<file path="src/hw/rtl/cted_pkg.sv">
// Package for the capped transposition edit distance unit: sizes, codes, types and helpers.
package cted_pkg;

    localparam int MAX_LEN   = 32;
    localparam int LEN_W     = $clog2(MAX_LEN + 1);
    localparam int WADDR_W   = $clog2(MAX_LEN);
    localparam int ROW_DEPTH = MAX_LEN + 1;
    localparam int CHAR_W    = 8;

    typedef logic [1:0] cell_t;

    localparam cell_t CELL_CAP = 2'd3;

    typedef enum logic [1:0] {
        REQ_APPEND  = 2'd0,
        REQ_PROCESS = 2'd1,
        REQ_FINISH  = 2'd2
    } req_t;

    typedef enum logic {
        ST_IDLE,
        ST_SWEEP
    } state_t;

    typedef struct packed {
        cell_t older;
        cell_t prev;
    } row_entry_t;

    function automatic cell_t sat3(input logic [LEN_W:0] x);
        cell_t r;
        if (x > {{(LEN_W - 1){1'b0}}, CELL_CAP})
        begin
            r = CELL_CAP;
        end
        else
        begin
            r = x[1:0];
        end
        return r;
    endfunction

    function automatic logic [2:0] min3(input logic [2:0] a, input logic [2:0] b);
        return (a < b) ? a : b;
    endfunction

endpackage

</file>
<file path="src/hw/rtl/cted_ram.sv">
// Generic simple dual-port RAM with one write port and a registered read port.
module cted_ram #(
    parameter int WIDTH = 8,
    parameter int DEPTH = 32
) (
    input  logic                     clk,
    input  logic                     we,
    input  logic [$clog2(DEPTH)-1:0] waddr,
    input  logic [WIDTH-1:0]         wdata,
    input  logic [$clog2(DEPTH)-1:0] raddr,
    output logic [WIDTH-1:0]         rdata
);

    logic [WIDTH-1:0] mem [DEPTH];
    logic [WIDTH-1:0] rdata_reg;

    always_ff @(posedge clk)
    begin
        if (we)
        begin
            mem[waddr] <= wdata;
        end
        rdata_reg <= mem[raddr];
    end

    assign rdata = rdata_reg;

endmodule

</file>
<file path="src/hw/rtl/capped_transposition_edit_distance_unit.sv">
// Top level of the capped transposition edit distance unit.
//
//  channel | signals                          | content
//  s_      | s_tvalid s_tready s_tdata s_tuser | char_code in tdata, req_type in tuser
//  m_      | m_tvalid m_tready m_tdata         | distance, overflow in tdata
//
//  A finish result waits in an output register while further appends are taken.
//  A first-word character sweeps the row memory one column a cycle, over columns
//  0 to the second word length, set by the single read and write port of that memory.
//  Reset clears all control state at once; no clearing pass is needed.
//  A finish is held off while an earlier result is still not taken.
module capped_transposition_edit_distance_unit
    import cted_pkg::*;
(
    input  logic       clk,
    input  logic       rst_n,
    input  logic       s_tvalid,
    output logic       s_tready,
    input  logic [7:0] s_tdata,   // [7:0] char_code
    input  logic [1:0] s_tuser,   // [1:0] req_type
    output logic       m_tvalid,
    input  logic       m_tready,
    output logic [7:0] m_tdata    // [1:0] distance, [2] overflow, [7:3] zero
);

    state_t             state_reg, state_next;
    logic [LEN_W-1:0]   len_reg, len_next;
    cell_t              rows_done_reg, rows_done_next;
    logic               dropped_reg, dropped_next;
    logic [CHAR_W-1:0]  pchar_reg, pchar_next;
    logic [CHAR_W-1:0]  char_reg, char_next;
    cell_t              final_reg, final_next;
    logic [LEN_W-1:0]   rd_idx_reg, rd_idx_next;
    logic               iss_done_reg, iss_done_next;
    logic               pend_reg, pend_next;
    logic [LEN_W-1:0]   cell_idx_reg, cell_idx_next;
    cell_t              prev_jm1_reg, prev_jm1_next;
    cell_t              cur_jm1_reg, cur_jm1_next;
    cell_t              older_jm1_reg, older_jm1_next;
    cell_t              older_jm2_reg, older_jm2_next;
    logic [CHAR_W-1:0]  word_jm1_reg, word_jm1_next;
    logic [CHAR_W-1:0]  word_jm2_reg, word_jm2_next;
    logic               out_valid_reg, out_valid_next;
    cell_t              out_dist_reg, out_dist_next;
    logic               out_ovf_reg, out_ovf_next;

    logic               s_fire;
    logic               issue;
    logic               last_cell;

    logic               word_we;
    logic [WADDR_W-1:0] word_waddr;
    logic [WADDR_W-1:0] word_raddr;
    logic [CHAR_W-1:0]  word_rdata;
    logic               row_we;
    row_entry_t         row_wdata;
    row_entry_t         row_rdata;

    cell_t              prev_j;
    cell_t              cur_j;
    logic [2:0]         best;
    logic               trans_hit;

    cted_ram #(.WIDTH(CHAR_W), .DEPTH(MAX_LEN)) u_word_ram (
        .clk   (clk),
        .we    (word_we),
        .waddr (word_waddr),
        .wdata (s_tdata),
        .raddr (word_raddr),
        .rdata (word_rdata)
    );

    cted_ram #(.WIDTH($bits(row_entry_t)), .DEPTH(ROW_DEPTH)) u_row_ram (
        .clk   (clk),
        .we    (row_we),
        .waddr (cell_idx_reg),
        .wdata (row_wdata),
        .raddr (rd_idx_reg),
        .rdata (row_rdata)
    );

    assign s_fire    = s_tvalid && s_tready;
    assign issue     = (state_reg == ST_SWEEP) && !iss_done_reg;
    assign last_cell = pend_reg && (cell_idx_reg == len_reg);

    // next state
    always_comb
    begin
        state_next = state_reg;
        case (state_reg)
            ST_IDLE:
            begin
                if (s_fire && (s_tuser == REQ_PROCESS))
                begin
                    state_next = ST_SWEEP;
                end
            end
            ST_SWEEP:
            begin
                if (last_cell)
                begin
                    state_next = ST_IDLE;
                end
            end
            default:
            begin
                state_next = ST_IDLE;
            end
        endcase
    end

    // outputs
    always_comb
    begin
        s_tready   = 1'b0;
        row_we     = 1'b0;
        word_we    = 1'b0;
        word_waddr = len_reg[WADDR_W-1:0];
        word_raddr = '0;
        if (rd_idx_reg < len_reg)
        begin
            word_raddr = rd_idx_reg[WADDR_W-1:0];
        end
        case (state_reg)
            ST_IDLE:
            begin
                s_tready = !out_valid_reg || m_tready || (s_tuser != REQ_FINISH);
                word_we  = s_fire && (s_tuser == REQ_APPEND) && (rows_done_reg == 2'd0)
                           && (len_reg < LEN_W'(MAX_LEN));
            end
            ST_SWEEP:
            begin
                row_we = pend_reg;
            end
            default:
            begin
                s_tready = 1'b0;
            end
        endcase
    end

    // one cell of the row
    always_comb
    begin
        prev_j = (rows_done_reg == 2'd0) ? sat3({1'b0, cell_idx_reg}) : row_rdata.prev;
        best = min3({1'b0, prev_j} + 3'd1, {1'b0, cur_jm1_reg} + 3'd1);
        best = min3(best, {1'b0, prev_jm1_reg} + ((char_reg != word_jm1_reg) ? 3'd1 : 3'd0));
        trans_hit = (rows_done_reg != 2'd0) && (cell_idx_reg > LEN_W'(1))
                    && (char_reg == word_jm2_reg) && (pchar_reg == word_jm1_reg);
        if (trans_hit)
        begin
            best = min3(best, {1'b0, older_jm2_reg} + 3'd1);
        end
        if (cell_idx_reg == '0)
        begin
            cur_j = sat3({{(LEN_W - 1){1'b0}}, rows_done_reg} + {{LEN_W{1'b0}}, 1'b1});
        end
        else
        begin
            cur_j = sat3({{(LEN_W - 2){1'b0}}, best});
        end
        row_wdata.older = prev_j;
        row_wdata.prev  = cur_j;
    end

    // datapath next values
    always_comb
    begin
        len_next       = len_reg;
        rows_done_next = rows_done_reg;
        dropped_next   = dropped_reg;
        pchar_next     = pchar_reg;
        char_next      = char_reg;
        final_next     = final_reg;
        rd_idx_next    = rd_idx_reg;
        iss_done_next  = iss_done_reg;
        pend_next      = issue;
        cell_idx_next  = rd_idx_reg;
        prev_jm1_next  = prev_jm1_reg;
        cur_jm1_next   = cur_jm1_reg;
        older_jm1_next = older_jm1_reg;
        older_jm2_next = older_jm2_reg;
        word_jm1_next  = word_jm1_reg;
        word_jm2_next  = word_jm2_reg;
        out_valid_next = out_valid_reg && !m_tready;
        out_dist_next  = out_dist_reg;
        out_ovf_next   = out_ovf_reg;

        if (s_fire)
        begin
            case (s_tuser)
                REQ_APPEND:
                begin
                    if (rows_done_reg == 2'd0)
                    begin
                        if (len_reg < LEN_W'(MAX_LEN))
                        begin
                            len_next = len_reg + LEN_W'(1);
                        end
                        else
                        begin
                            dropped_next = 1'b1;
                        end
                    end
                end
                REQ_PROCESS:
                begin
                    char_next     = s_tdata;
                    rd_idx_next   = '0;
                    iss_done_next = 1'b0;
                end
                REQ_FINISH:
                begin
                    out_valid_next = 1'b1;
                    out_dist_next  = (rows_done_reg == 2'd0) ? sat3({1'b0, len_reg}) : final_reg;
                    out_ovf_next   = dropped_reg;
                    len_next       = '0;
                    rows_done_next = 2'd0;
                    dropped_next   = 1'b0;
                    pchar_next     = '0;
                end
                default:
                begin
                    out_valid_next = out_valid_reg && !m_tready;
                end
            endcase
        end

        if (issue)
        begin
            rd_idx_next   = rd_idx_reg + LEN_W'(1);
            iss_done_next = (rd_idx_reg == len_reg);
        end

        if (pend_reg)
        begin
            prev_jm1_next  = prev_j;
            cur_jm1_next   = cur_j;
            older_jm1_next = row_rdata.older;
            older_jm2_next = older_jm1_reg;
            word_jm1_next  = word_rdata;
            word_jm2_next  = word_jm1_reg;
        end

        if (last_cell)
        begin
            final_next     = cur_j;
            pchar_next     = char_reg;
            rows_done_next = (rows_done_reg == CELL_CAP) ? CELL_CAP : rows_done_reg + 2'd1;
        end
    end

    always_ff @(posedge clk or negedge rst_n)
    begin
        if (!rst_n)
        begin
            state_reg     <= ST_IDLE;
            len_reg       <= '0;
            rows_done_reg <= '0;
            dropped_reg   <= 1'b0;
            pchar_reg     <= '0;
            final_reg     <= '0;
            iss_done_reg  <= 1'b1;
            pend_reg      <= 1'b0;
            out_valid_reg <= 1'b0;
        end
        else
        begin
            state_reg     <= state_next;
            len_reg       <= len_next;
            rows_done_reg <= rows_done_next;
            dropped_reg   <= dropped_next;
            pchar_reg     <= pchar_next;
            final_reg     <= final_next;
            iss_done_reg  <= iss_done_next;
            pend_reg      <= pend_next;
            out_valid_reg <= out_valid_next;
        end
    end

    always_ff @(posedge clk)
    begin
        char_reg      <= char_next;
        rd_idx_reg    <= rd_idx_next;
        cell_idx_reg  <= cell_idx_next;
        prev_jm1_reg  <= prev_jm1_next;
        cur_jm1_reg   <= cur_jm1_next;
        older_jm1_reg <= older_jm1_next;
        older_jm2_reg <= older_jm2_next;
        word_jm1_reg  <= word_jm1_next;
        word_jm2_reg  <= word_jm2_next;
        out_dist_reg  <= out_dist_next;
        out_ovf_reg   <= out_ovf_next;
    end

    assign m_tvalid = out_valid_reg;
    assign m_tdata  = {5'd0, out_ovf_reg, out_dist_reg};

`ifndef SYNTHESIS
    a_len_bound: assert property (@(posedge clk) disable iff (!rst_n)
        len_reg <= LEN_W'(MAX_LEN))
        else $error("word length beyond store");

    a_sweep_blocks: assert property (@(posedge clk) disable iff (!rst_n)
        (state_reg == ST_SWEEP) |-> !s_tready)
        else $error("transaction taken during row sweep");

    a_len_frozen: assert property (@(posedge clk) disable iff (!rst_n)
        ((rows_done_reg != 2'd0) && !(s_fire && (s_tuser == REQ_FINISH)))
        |=> $stable(len_reg))
        else $error("second word changed after first-word characters");

    a_finish_result: assert property (@(posedge clk) disable iff (!rst_n)
        (s_fire && (s_tuser == REQ_FINISH)) |=> (m_tvalid && (rows_done_reg == 2'd0)))
        else $error("finish did not produce a result or clear");

    a_no_write_idle: assert property (@(posedge clk) disable iff (!rst_n)
        (state_reg == ST_IDLE) |-> !row_we)
        else $error("row write outside sweep");
`endif

endmodule
</file>
<file path="config.mk">
export PLATFORM = sky130hd
export DESIGN_NAME = capped_transposition_edit_distance_unit
export DESIGN_NICKNAME = d
export VERILOG_FILES = /design/src/hw/rtl/cted_pkg.sv /design/src/hw/rtl/cted_ram.sv /design/src/hw/rtl/capped_transposition_edit_distance_unit.sv
export SDC_FILE = /design/constraint.sdc
export NUM_CORES = 1
export LEC_CHECK = 0
export BUFFER_PORTS_ARGS = -buffer_cell sky130_fd_sc_hd__buf_2
export CORE_AREA = 2 2 238 240
export DETAILED_ROUTE_END_ITERATION = 10
export DIE_AREA = 0 0 240 242
export PLACE_DENSITY_LB_ADDON = 0.05
export SLEW_MARGIN = 20
export SYNTH_ARGS = -nofsm -noshare
export SYNTH_HDL_FRONTEND = slang
export SYNTH_SLANG_ARGS = --single-unit
</file>
<file path="constraint.sdc">
create_clock -name clk -period 7.1 [get_ports clk]
set_input_delay 0.355 -clock clk [delete_from_list [all_inputs] [get_ports clk]]
set_output_delay 0.355 -clock clk [all_outputs]
set_load 0.01 [all_outputs]
</file>
==> metrics.cfg, run 1 <==
[run_status]
outcome = complete, no violations

[sta]
finalCritPeriodShare_pct = 87.7
finalHoldViolCount = 0
setup_viol_count_final = 0
max_slew_margin_pct = 27.2
slew_viol_final = 0
worst_pin_slew_ns = 1.07
skew_ns = 0.0325
min_period_ns = 6.23
tns_ns = 0
max_freq_mhz = 161
rsz0062_at_grt = false
holdWs_ns = 0.156

[yosys]
synth_flop_cell = edfxtp_1
synth_area_um2 = 19200
synthCells = 1223
synth_edf_count = 429
yosysWarningCount = 0
synth.most_common_cell = edfxtp_1
yosys.area.top_type_share_pct = 67.0
synth.avg_cell_area_um2 = 15.7
synth-seq-cells = 470
synth_top_area_cell = edfxtp_1
yosysSeqAreaShare_pct = 71.9
synth_commonest_cells = 429 x edfxtp_1, 103 x nand2_1, 96 x nor2_1, 49 x mux2i_1, 43 x mux4_2
synth_cell_type_count = 79
yosys-top-cells-area = edfxtp_1 67%, mux4_2 5.0%, dfrtp_1 2.9%
async_reset_ff_share_pct = 4.89

[clock_tree]
numCtsBuffers = 53
clock_latency_ns = 0.61
clk_path_buf_depth = 3
cts_root_buf = clkbuf_16
ctsResizeCount = 0
postCtsSetupRepairBufs = 0
cts_num_sinks = 470
cts_tree = built
cts_max_level = 2
path_clk_slew_ns = 0.06
postCtsHoldBufs = 1

[final_layout]
fillers = 5221
largest_register_ff_count = 256
drive_gt1_share_pct = 14.2
reg_top3 = u_word_ram.mem: 256 flops, u_row_ram.mem: 132 flops
nets = 1293
largest_register = u_word_ram.mem
syn_to_final_growth_pct = 13.1
diodes = 0

[floorplanning]
start_util_pct = 34.5
die_y_um = 242
coreArea_um2 = 55700
io_pins = 24
dieArea_um2 = 58100
rows = 87
die-width_um = 240

[placed_design]
hpwl_mm = 33.5
globalplace.congestion = 0.768
port_buffers = 18

[setup_path]
cp-end-kind = flop
cp.arrival_ns = 6.61
crit_slowest_cell = or3_1
cp_max_fo = 34
rr_worst_depth = 22
critPathRequiredTime_ns = 7.48
endpoint = u_row_ram.mem[31][1]$_DFFE_PP_
regToRegStartpoint = cell_idx_reg[5]$_DFF_P_
critical_path.max_stage_delay_ns = 0.60
crit_start = cell_idx_reg[5]$_DFF_P_
path_class = flop to flop
r2r_setup_slack_ns = 0.87
cpMostUsedCell = ha_1
reg2reg_to = u_row_ram.mem[31][1]$_DFFE_PP_
crit_path_cell_trace = or3_1 > o22ai_1 > nor2_1 > ha_1 > a21oi_1 > nand2_1 > o311a_1 > or3_1 > ha_1 > a21oi_1 > o21ai_0 > a31oi_1 > nor4b_2 > nor2_1 > ha_1 > a21o_1 > nor3b_1 > a31oi_4 > o2111ai_2 > nor3b_1 > o32a_1 > buf_4
cp-start-kind = flop

[route]
drt_drc_violations_left = 0
ant_nets = 0
drt_first_pass_iters = 5
vias_per_cell = 5.24
num_vias = 10750
wl_per_cell_um = 25.9
drt-total-wl_mm = 53.1
drtIter0Drc = 964

[global_routing]
grt_max_degree = 46
antenna_found_initial = 1
grt_pass1_wl_mm = 78.0
grt_pass1_vias = 11094
gr-total-overflow = 0
grt_usage_pct = 18.5

[pwr]
p_sw_uw = 4180
internal-power_uw = 6620
powerDensity_nw_per_um2 = 497
p_seq_share_pct = 37.2
combinationalPowerShare_pct = 39.2
p_sw_share_pct = 38.7
pwr-share-clk_pct = 23.6
p_leak_uw = 0.00712
peakVddDrop_mv = 0.377

[min_path]
hp-class = primary input to flop

[flow_run]
cap_viol_max_count = 0

==> power groups by stage <==
stage / Clock (µW) / Combinational [µW] / Sequential, µW
after global placement: 0 / 4240 / 4080
after detailed placement: 0 / 4260 / 4080
after global routing: 2710 / 4610 / 4050
final: 2550 / 4230 / 4020
after CTS: 2610 / 4280 / 4020
after floorplan: 0 / 2650 / 4000
==> final cells by class <==
cell class                 count  area (µm²)  area share, %
clock buffer                  69        1400           6.42
sequential                   470       13800           63.6
multi-input combinational    667        5060           23.3
clock inverter                25         175          0.806
timing repair buffer          39         250           1.15
inverter                      24        92.6          0.426
tap                          756         946           4.35
==> logic make-up (layout without fill, tap and decap cells) <==
| group | after synthesis | count (layout) | share of synthesized area, % |
|---|---|---|---|
| flip-flops | 470 | 470 | 71.9 |
| adder cells (fa/ha/maj) | 24 | 24 | 1.56 |
| AO/OA/AOI/OAI | 191 | 191 | 7.10 |
| XOR/XNOR | 38 | 38 | 1.73 |
| buffers and inverters | 90 | 157 | 2.01 |
| AND/OR/NAND/NOR | 300 | 300 | 7.12 |
| multiplexers | 109 | 109 | 8.60 |
| other | 1 | 5 | 0.0195 |
==> through the flow <==
stage / utilization, % / power (µW) / setup slack [ns] / instances / instance area [µm²]
after global routing: 39.0 / 11400 / 0.324 / 2050 / 21700
after floorplan: - / 6650 / 1.35 / 1227 / 19200
after detailed placement: 36.2 / 8330 / 0.880 / 1955 / 20200
after global placement: 36.2 / 8320 / 0.932 / 1955 / 20200
after CTS: 39.0 / 10900 / 0.835 / 2050 / 21700
final: 39.0 / 10800 / 0.873 / 2050 / 21700
==> critical path: cells and delay by family (launching register included) <==
family / cells / cell delay (ns)
simple gates: 8 / 2.15
fa+ha+maj: 3 / 0.76
buf+inv: 1 / 0.33
flops: 1 / 0.35
compound gates: 10 / 2.39
==> placed cells by master, fill, tap and decap left out, drive strengths merged, types with 20 or more instances in the layout <==
cell type,netlist,final
nor2,96,96
xnor2,25,25
edfxtp,429,429
nand3,26,26
inv,24,27
mux4,43,43
o22ai,20,20
dfrtp,22,22
o21ai,27,27
a21oi,37,37
clkbuf,39,69
clkinv,0,20
ha,24,24
mux2i,49,49
buf,27,38
nand2,103,103
==> worst min path at each step <==
stage                                endpoint                         from  slack, ns  cells after the start
floorplan             dropped_reg$_DFFE_PN0P_                        rst_n       0.06                      0
global placement    word_jm1_reg[6]$_DFFE_PP_  u_word_ram.rdata[6]$_DFF_P_       0.39                      0
detailed placement  word_jm1_reg[4]$_DFFE_PP_  u_word_ram.rdata[4]$_DFF_P_       0.39                      0
CTS                        m_tvalid$_DFF_PN0_                     m_tready       0.13                      3
global route               m_tvalid$_DFF_PN0_                     m_tready       0.18                      3
finish                     m_tvalid$_DFF_PN0_                     m_tready       0.16                      3
==> layer usage <==
layer	share of wire (%)	GRT usage (%)
met5	0	0
met4	2.6	5.64
met3	4.3	2.86
met2	46	29.3
met1	47	26.3
Power figures use the tool's default switching activity.
==> inputs of run 2 (changes only) <==
Settings changed: CORE_AREA 2 2 238 240 to 2 2 200 202, DIE_AREA 0 0 240 242 to 0 0 202 204.
==> run 2 against run 1 <==
  * Worst setup slack worse by 0.087 ns
  * Combinational power down 4%
  * Total power down 1.7%
  * Register-to-register slack got worse by 0.09 ns
  * Global-route usage grew 4.2 points
  * Die area shrank 29%
  * Largest power group unchanged
==> metrics.cfg, run 2 (synthesis gave the netlist of run 1 again) <==
[run_status]
outcome = complete, no violations

[placed_design]
dpl.cell_count = 1726
hpwl_mm = 28.9
placed_area_um2 = 19900
port_buffers = 18
globalplace.congestion = 0.801

[route]
vias_per_cell = 5.87
ant_nets = 0
drt_drc_violations_left = 0
drt-total-wl_mm = 45.9
drtIter0Drc = 893
drt_first_pass_iters = 6
num_vias = 10682
wl_per_cell_um = 25.2

[final_layout]
largest_register = u_word_ram.mem
final_area_um2 = 21500
reg_top3 = u_word_ram.mem: 256 flops, u_row_ram.mem: 132 flops
seq_area_um2 = 13800
largest_register_ff_count = 256
multi_input_area_um2 = 5060
mostFrequentLayoutCell = edfxtp_1
most-common-layout-cells = 429 x edfxtp_1, 103 x nand2_1, 96 x nor2_1
final_cells = 1819
fillers = 3140
syn_to_final_growth_pct = 11.8
nets = 1291
drive_gt1_share_pct = 14.5

[clock_tree]
clk_path_buf_depth = 3
numCtsBuffers = 49
cts_num_sinks = 470
path_clk_slew_ns = 0.06
clock_latency_ns = 0.58
cts_tree = built
postCtsSetupRepairBufs = 0
cts_max_level = 2
cts_root_buf = clkbuf_16

[global_routing]
grt_usage_pct = 22.7
gr-total-overflow = 0
antenna_found_initial = 1
grt_pass1_vias = 10782
grt_pass1_wl_mm = 68.9
grt_max_degree = 90

[pwr]
p_leak_uw = 0.00715
powerDensity_nw_per_um2 = 494
p_sw_uw = 3910
p_seq_share_pct = 37.9
combinationalPowerShare_pct = 38.2
internal-power_uw = 6700
pwr-share-clk_pct = 24.0
finalPower_uw = 10600
p_sw_share_pct = 36.9
peakVddDrop_mv = 0.398

[setup_path]
cp.arrival_ns = 6.63
critPathRequiredTime_ns = 7.41
cp-start-kind = flop
cp_max_fo = 19
rr_worst_depth = 22
cp-end-kind = flop
reg2reg_to = u_row_ram.mem[3][0]$_DFFE_PP_
path_class = flop to flop
r2r_setup_slack_ns = 0.79
regToRegStartpoint = rows_done_reg[0]$_DFFE_PN0P_
crit_start = rows_done_reg[0]$_DFFE_PN0P_

[sta]
min_period_ns = 6.31
finalHoldViolCount = 0
rsz0062_at_grt = false
slew_viol_final = 0
setup_viol_count_final = 0
max_slew_margin_pct = 26.7
finalCritPeriodShare_pct = 88.9
worst_pin_slew_ns = 1.10
tns_ns = 0
skew_ns = 0.0116
max_freq_mhz = 158

[min_path]
worstHoldStart = m_tready
whs_endpoint = m_tvalid$_DFF_PN0_
hp-class = primary input to flop
hold_path_depth = 3

[flow_run]
cap_viol_max_count = 0

[floorplanning]
start_util_pct = 49.1
io_pins = 24
coreArea_um2 = 39200
rows = 73
dieArea_um2 = 41200
die_y_um = 204
die-width_um = 202

-- run 2: changes by cell type in the layout (fill, tap and decap cells not counted), sizes merged --
cell | before | now
diode | 0 | 1
clkinv | 20 | 16
inv | 27 | 24
buf | 38 | 40
clkbuf | 69 | 71
bufinv | 2 | 4
-- run 2: worst max-delay path by stage --
| stage | end | slack (ns) | cells after the start |
|---|---|---|---|
| after floorplan | final_reg[1]$_DFFE_PN0P_ | 1.35 | 23 |
| after global placement | u_row_ram.mem[12][0]$_DFFE_PP_ | 0.72 | 22 |
| after detailed placement | u_row_ram.mem[15][0]$_DFFE_PP_ | 0.57 | 22 |
| after CTS | u_row_ram.mem[12][0]$_DFFE_PP_ | 0.54 | 22 |
| after global routing | u_row_ram.mem[1][0]$_DFFE_PP_ | 0.24 | 22 |
| final | u_row_ram.mem[3][0]$_DFFE_PP_ | 0.79 | 22 |
-- run 2: layout make-up --
cell class                      instances  share of cell area (%)
Sequential cell                       470                    64.3
Antenna cell                            1                  0.0116
Inverter                               24                   0.431
Tap cell                              525                    3.05
Clock buffer                           71                    6.47
Clock inverter                         20                   0.943
Timing Repair Buffer                   41                    1.29
Multi-Input combinational cell        667                    23.5
-- run 2: stage by stage --
stage	utilization (%)	hold slack, ns	setup WS, ns
after floorplan	-	0.0594	1.35
after global placement	50.8	0.388	0.724
after detailed placement	50.8	0.395	0.567
after CTS	54.9	0.145	0.541
after global routing	54.9	0.165	0.241
final	54.9	0.163	0.786
-- run 2: power groups by stage --
stage,Sequential (µW),Combinational (µW),Clock [µW]
4_1_cts,4020,4100,2590
6_report,4020,4050,2540
3_5_place_dp,4080,4080,0
5_1_grt,4050,4420,2690
2_1_floorplan,4000,2650,0
3_3_place_gp,4070,4040,0
-- run 2: what timing repair did --
| action | CTS | global route |
|---|---|---|
| gates resized for setup | 0 | 1 |
| hold buffers | 1 | 0 |
| hold endpoints to repair | 22 | 0 |
| setup endpoints to repair | 0 | 17 |
-- run 2: critical path, cell delays in order, from the launching register on --
cell and delay, ns:
dfrtp_1 0.47, or4_1 0.53, o22ai_1 0.36, nor2_1 0.13, ha_1 0.36, a21oi_1 0.46
nand2_1 0.18, o311a_1 0.19, or3_1 0.32, ha_1 0.20, a21oi_1 0.35, o21ai_0 0.17
a31oi_1 0.19, nor4b_2 0.26, nor2_1 0.08, ha_1 0.20, a21o_1 0.17, nor3b_1 0.33
a31oi_4 0.12, o2111ai_2 0.15, nor2_1 0.08, o32a_2 0.49, buf_4 0.25
-- run 2: metal layers --
metal / track usage [%] / part of all wire (%) / up-vias
met2: 39.0 / 50 / 310
li1: - / - / 4832
met1: 29.4 / 41 / 5470
met5: 0 / 0 / -
met3: 4.02 / 5.4 / 70
met4: 7.64 / 2.9 / 0
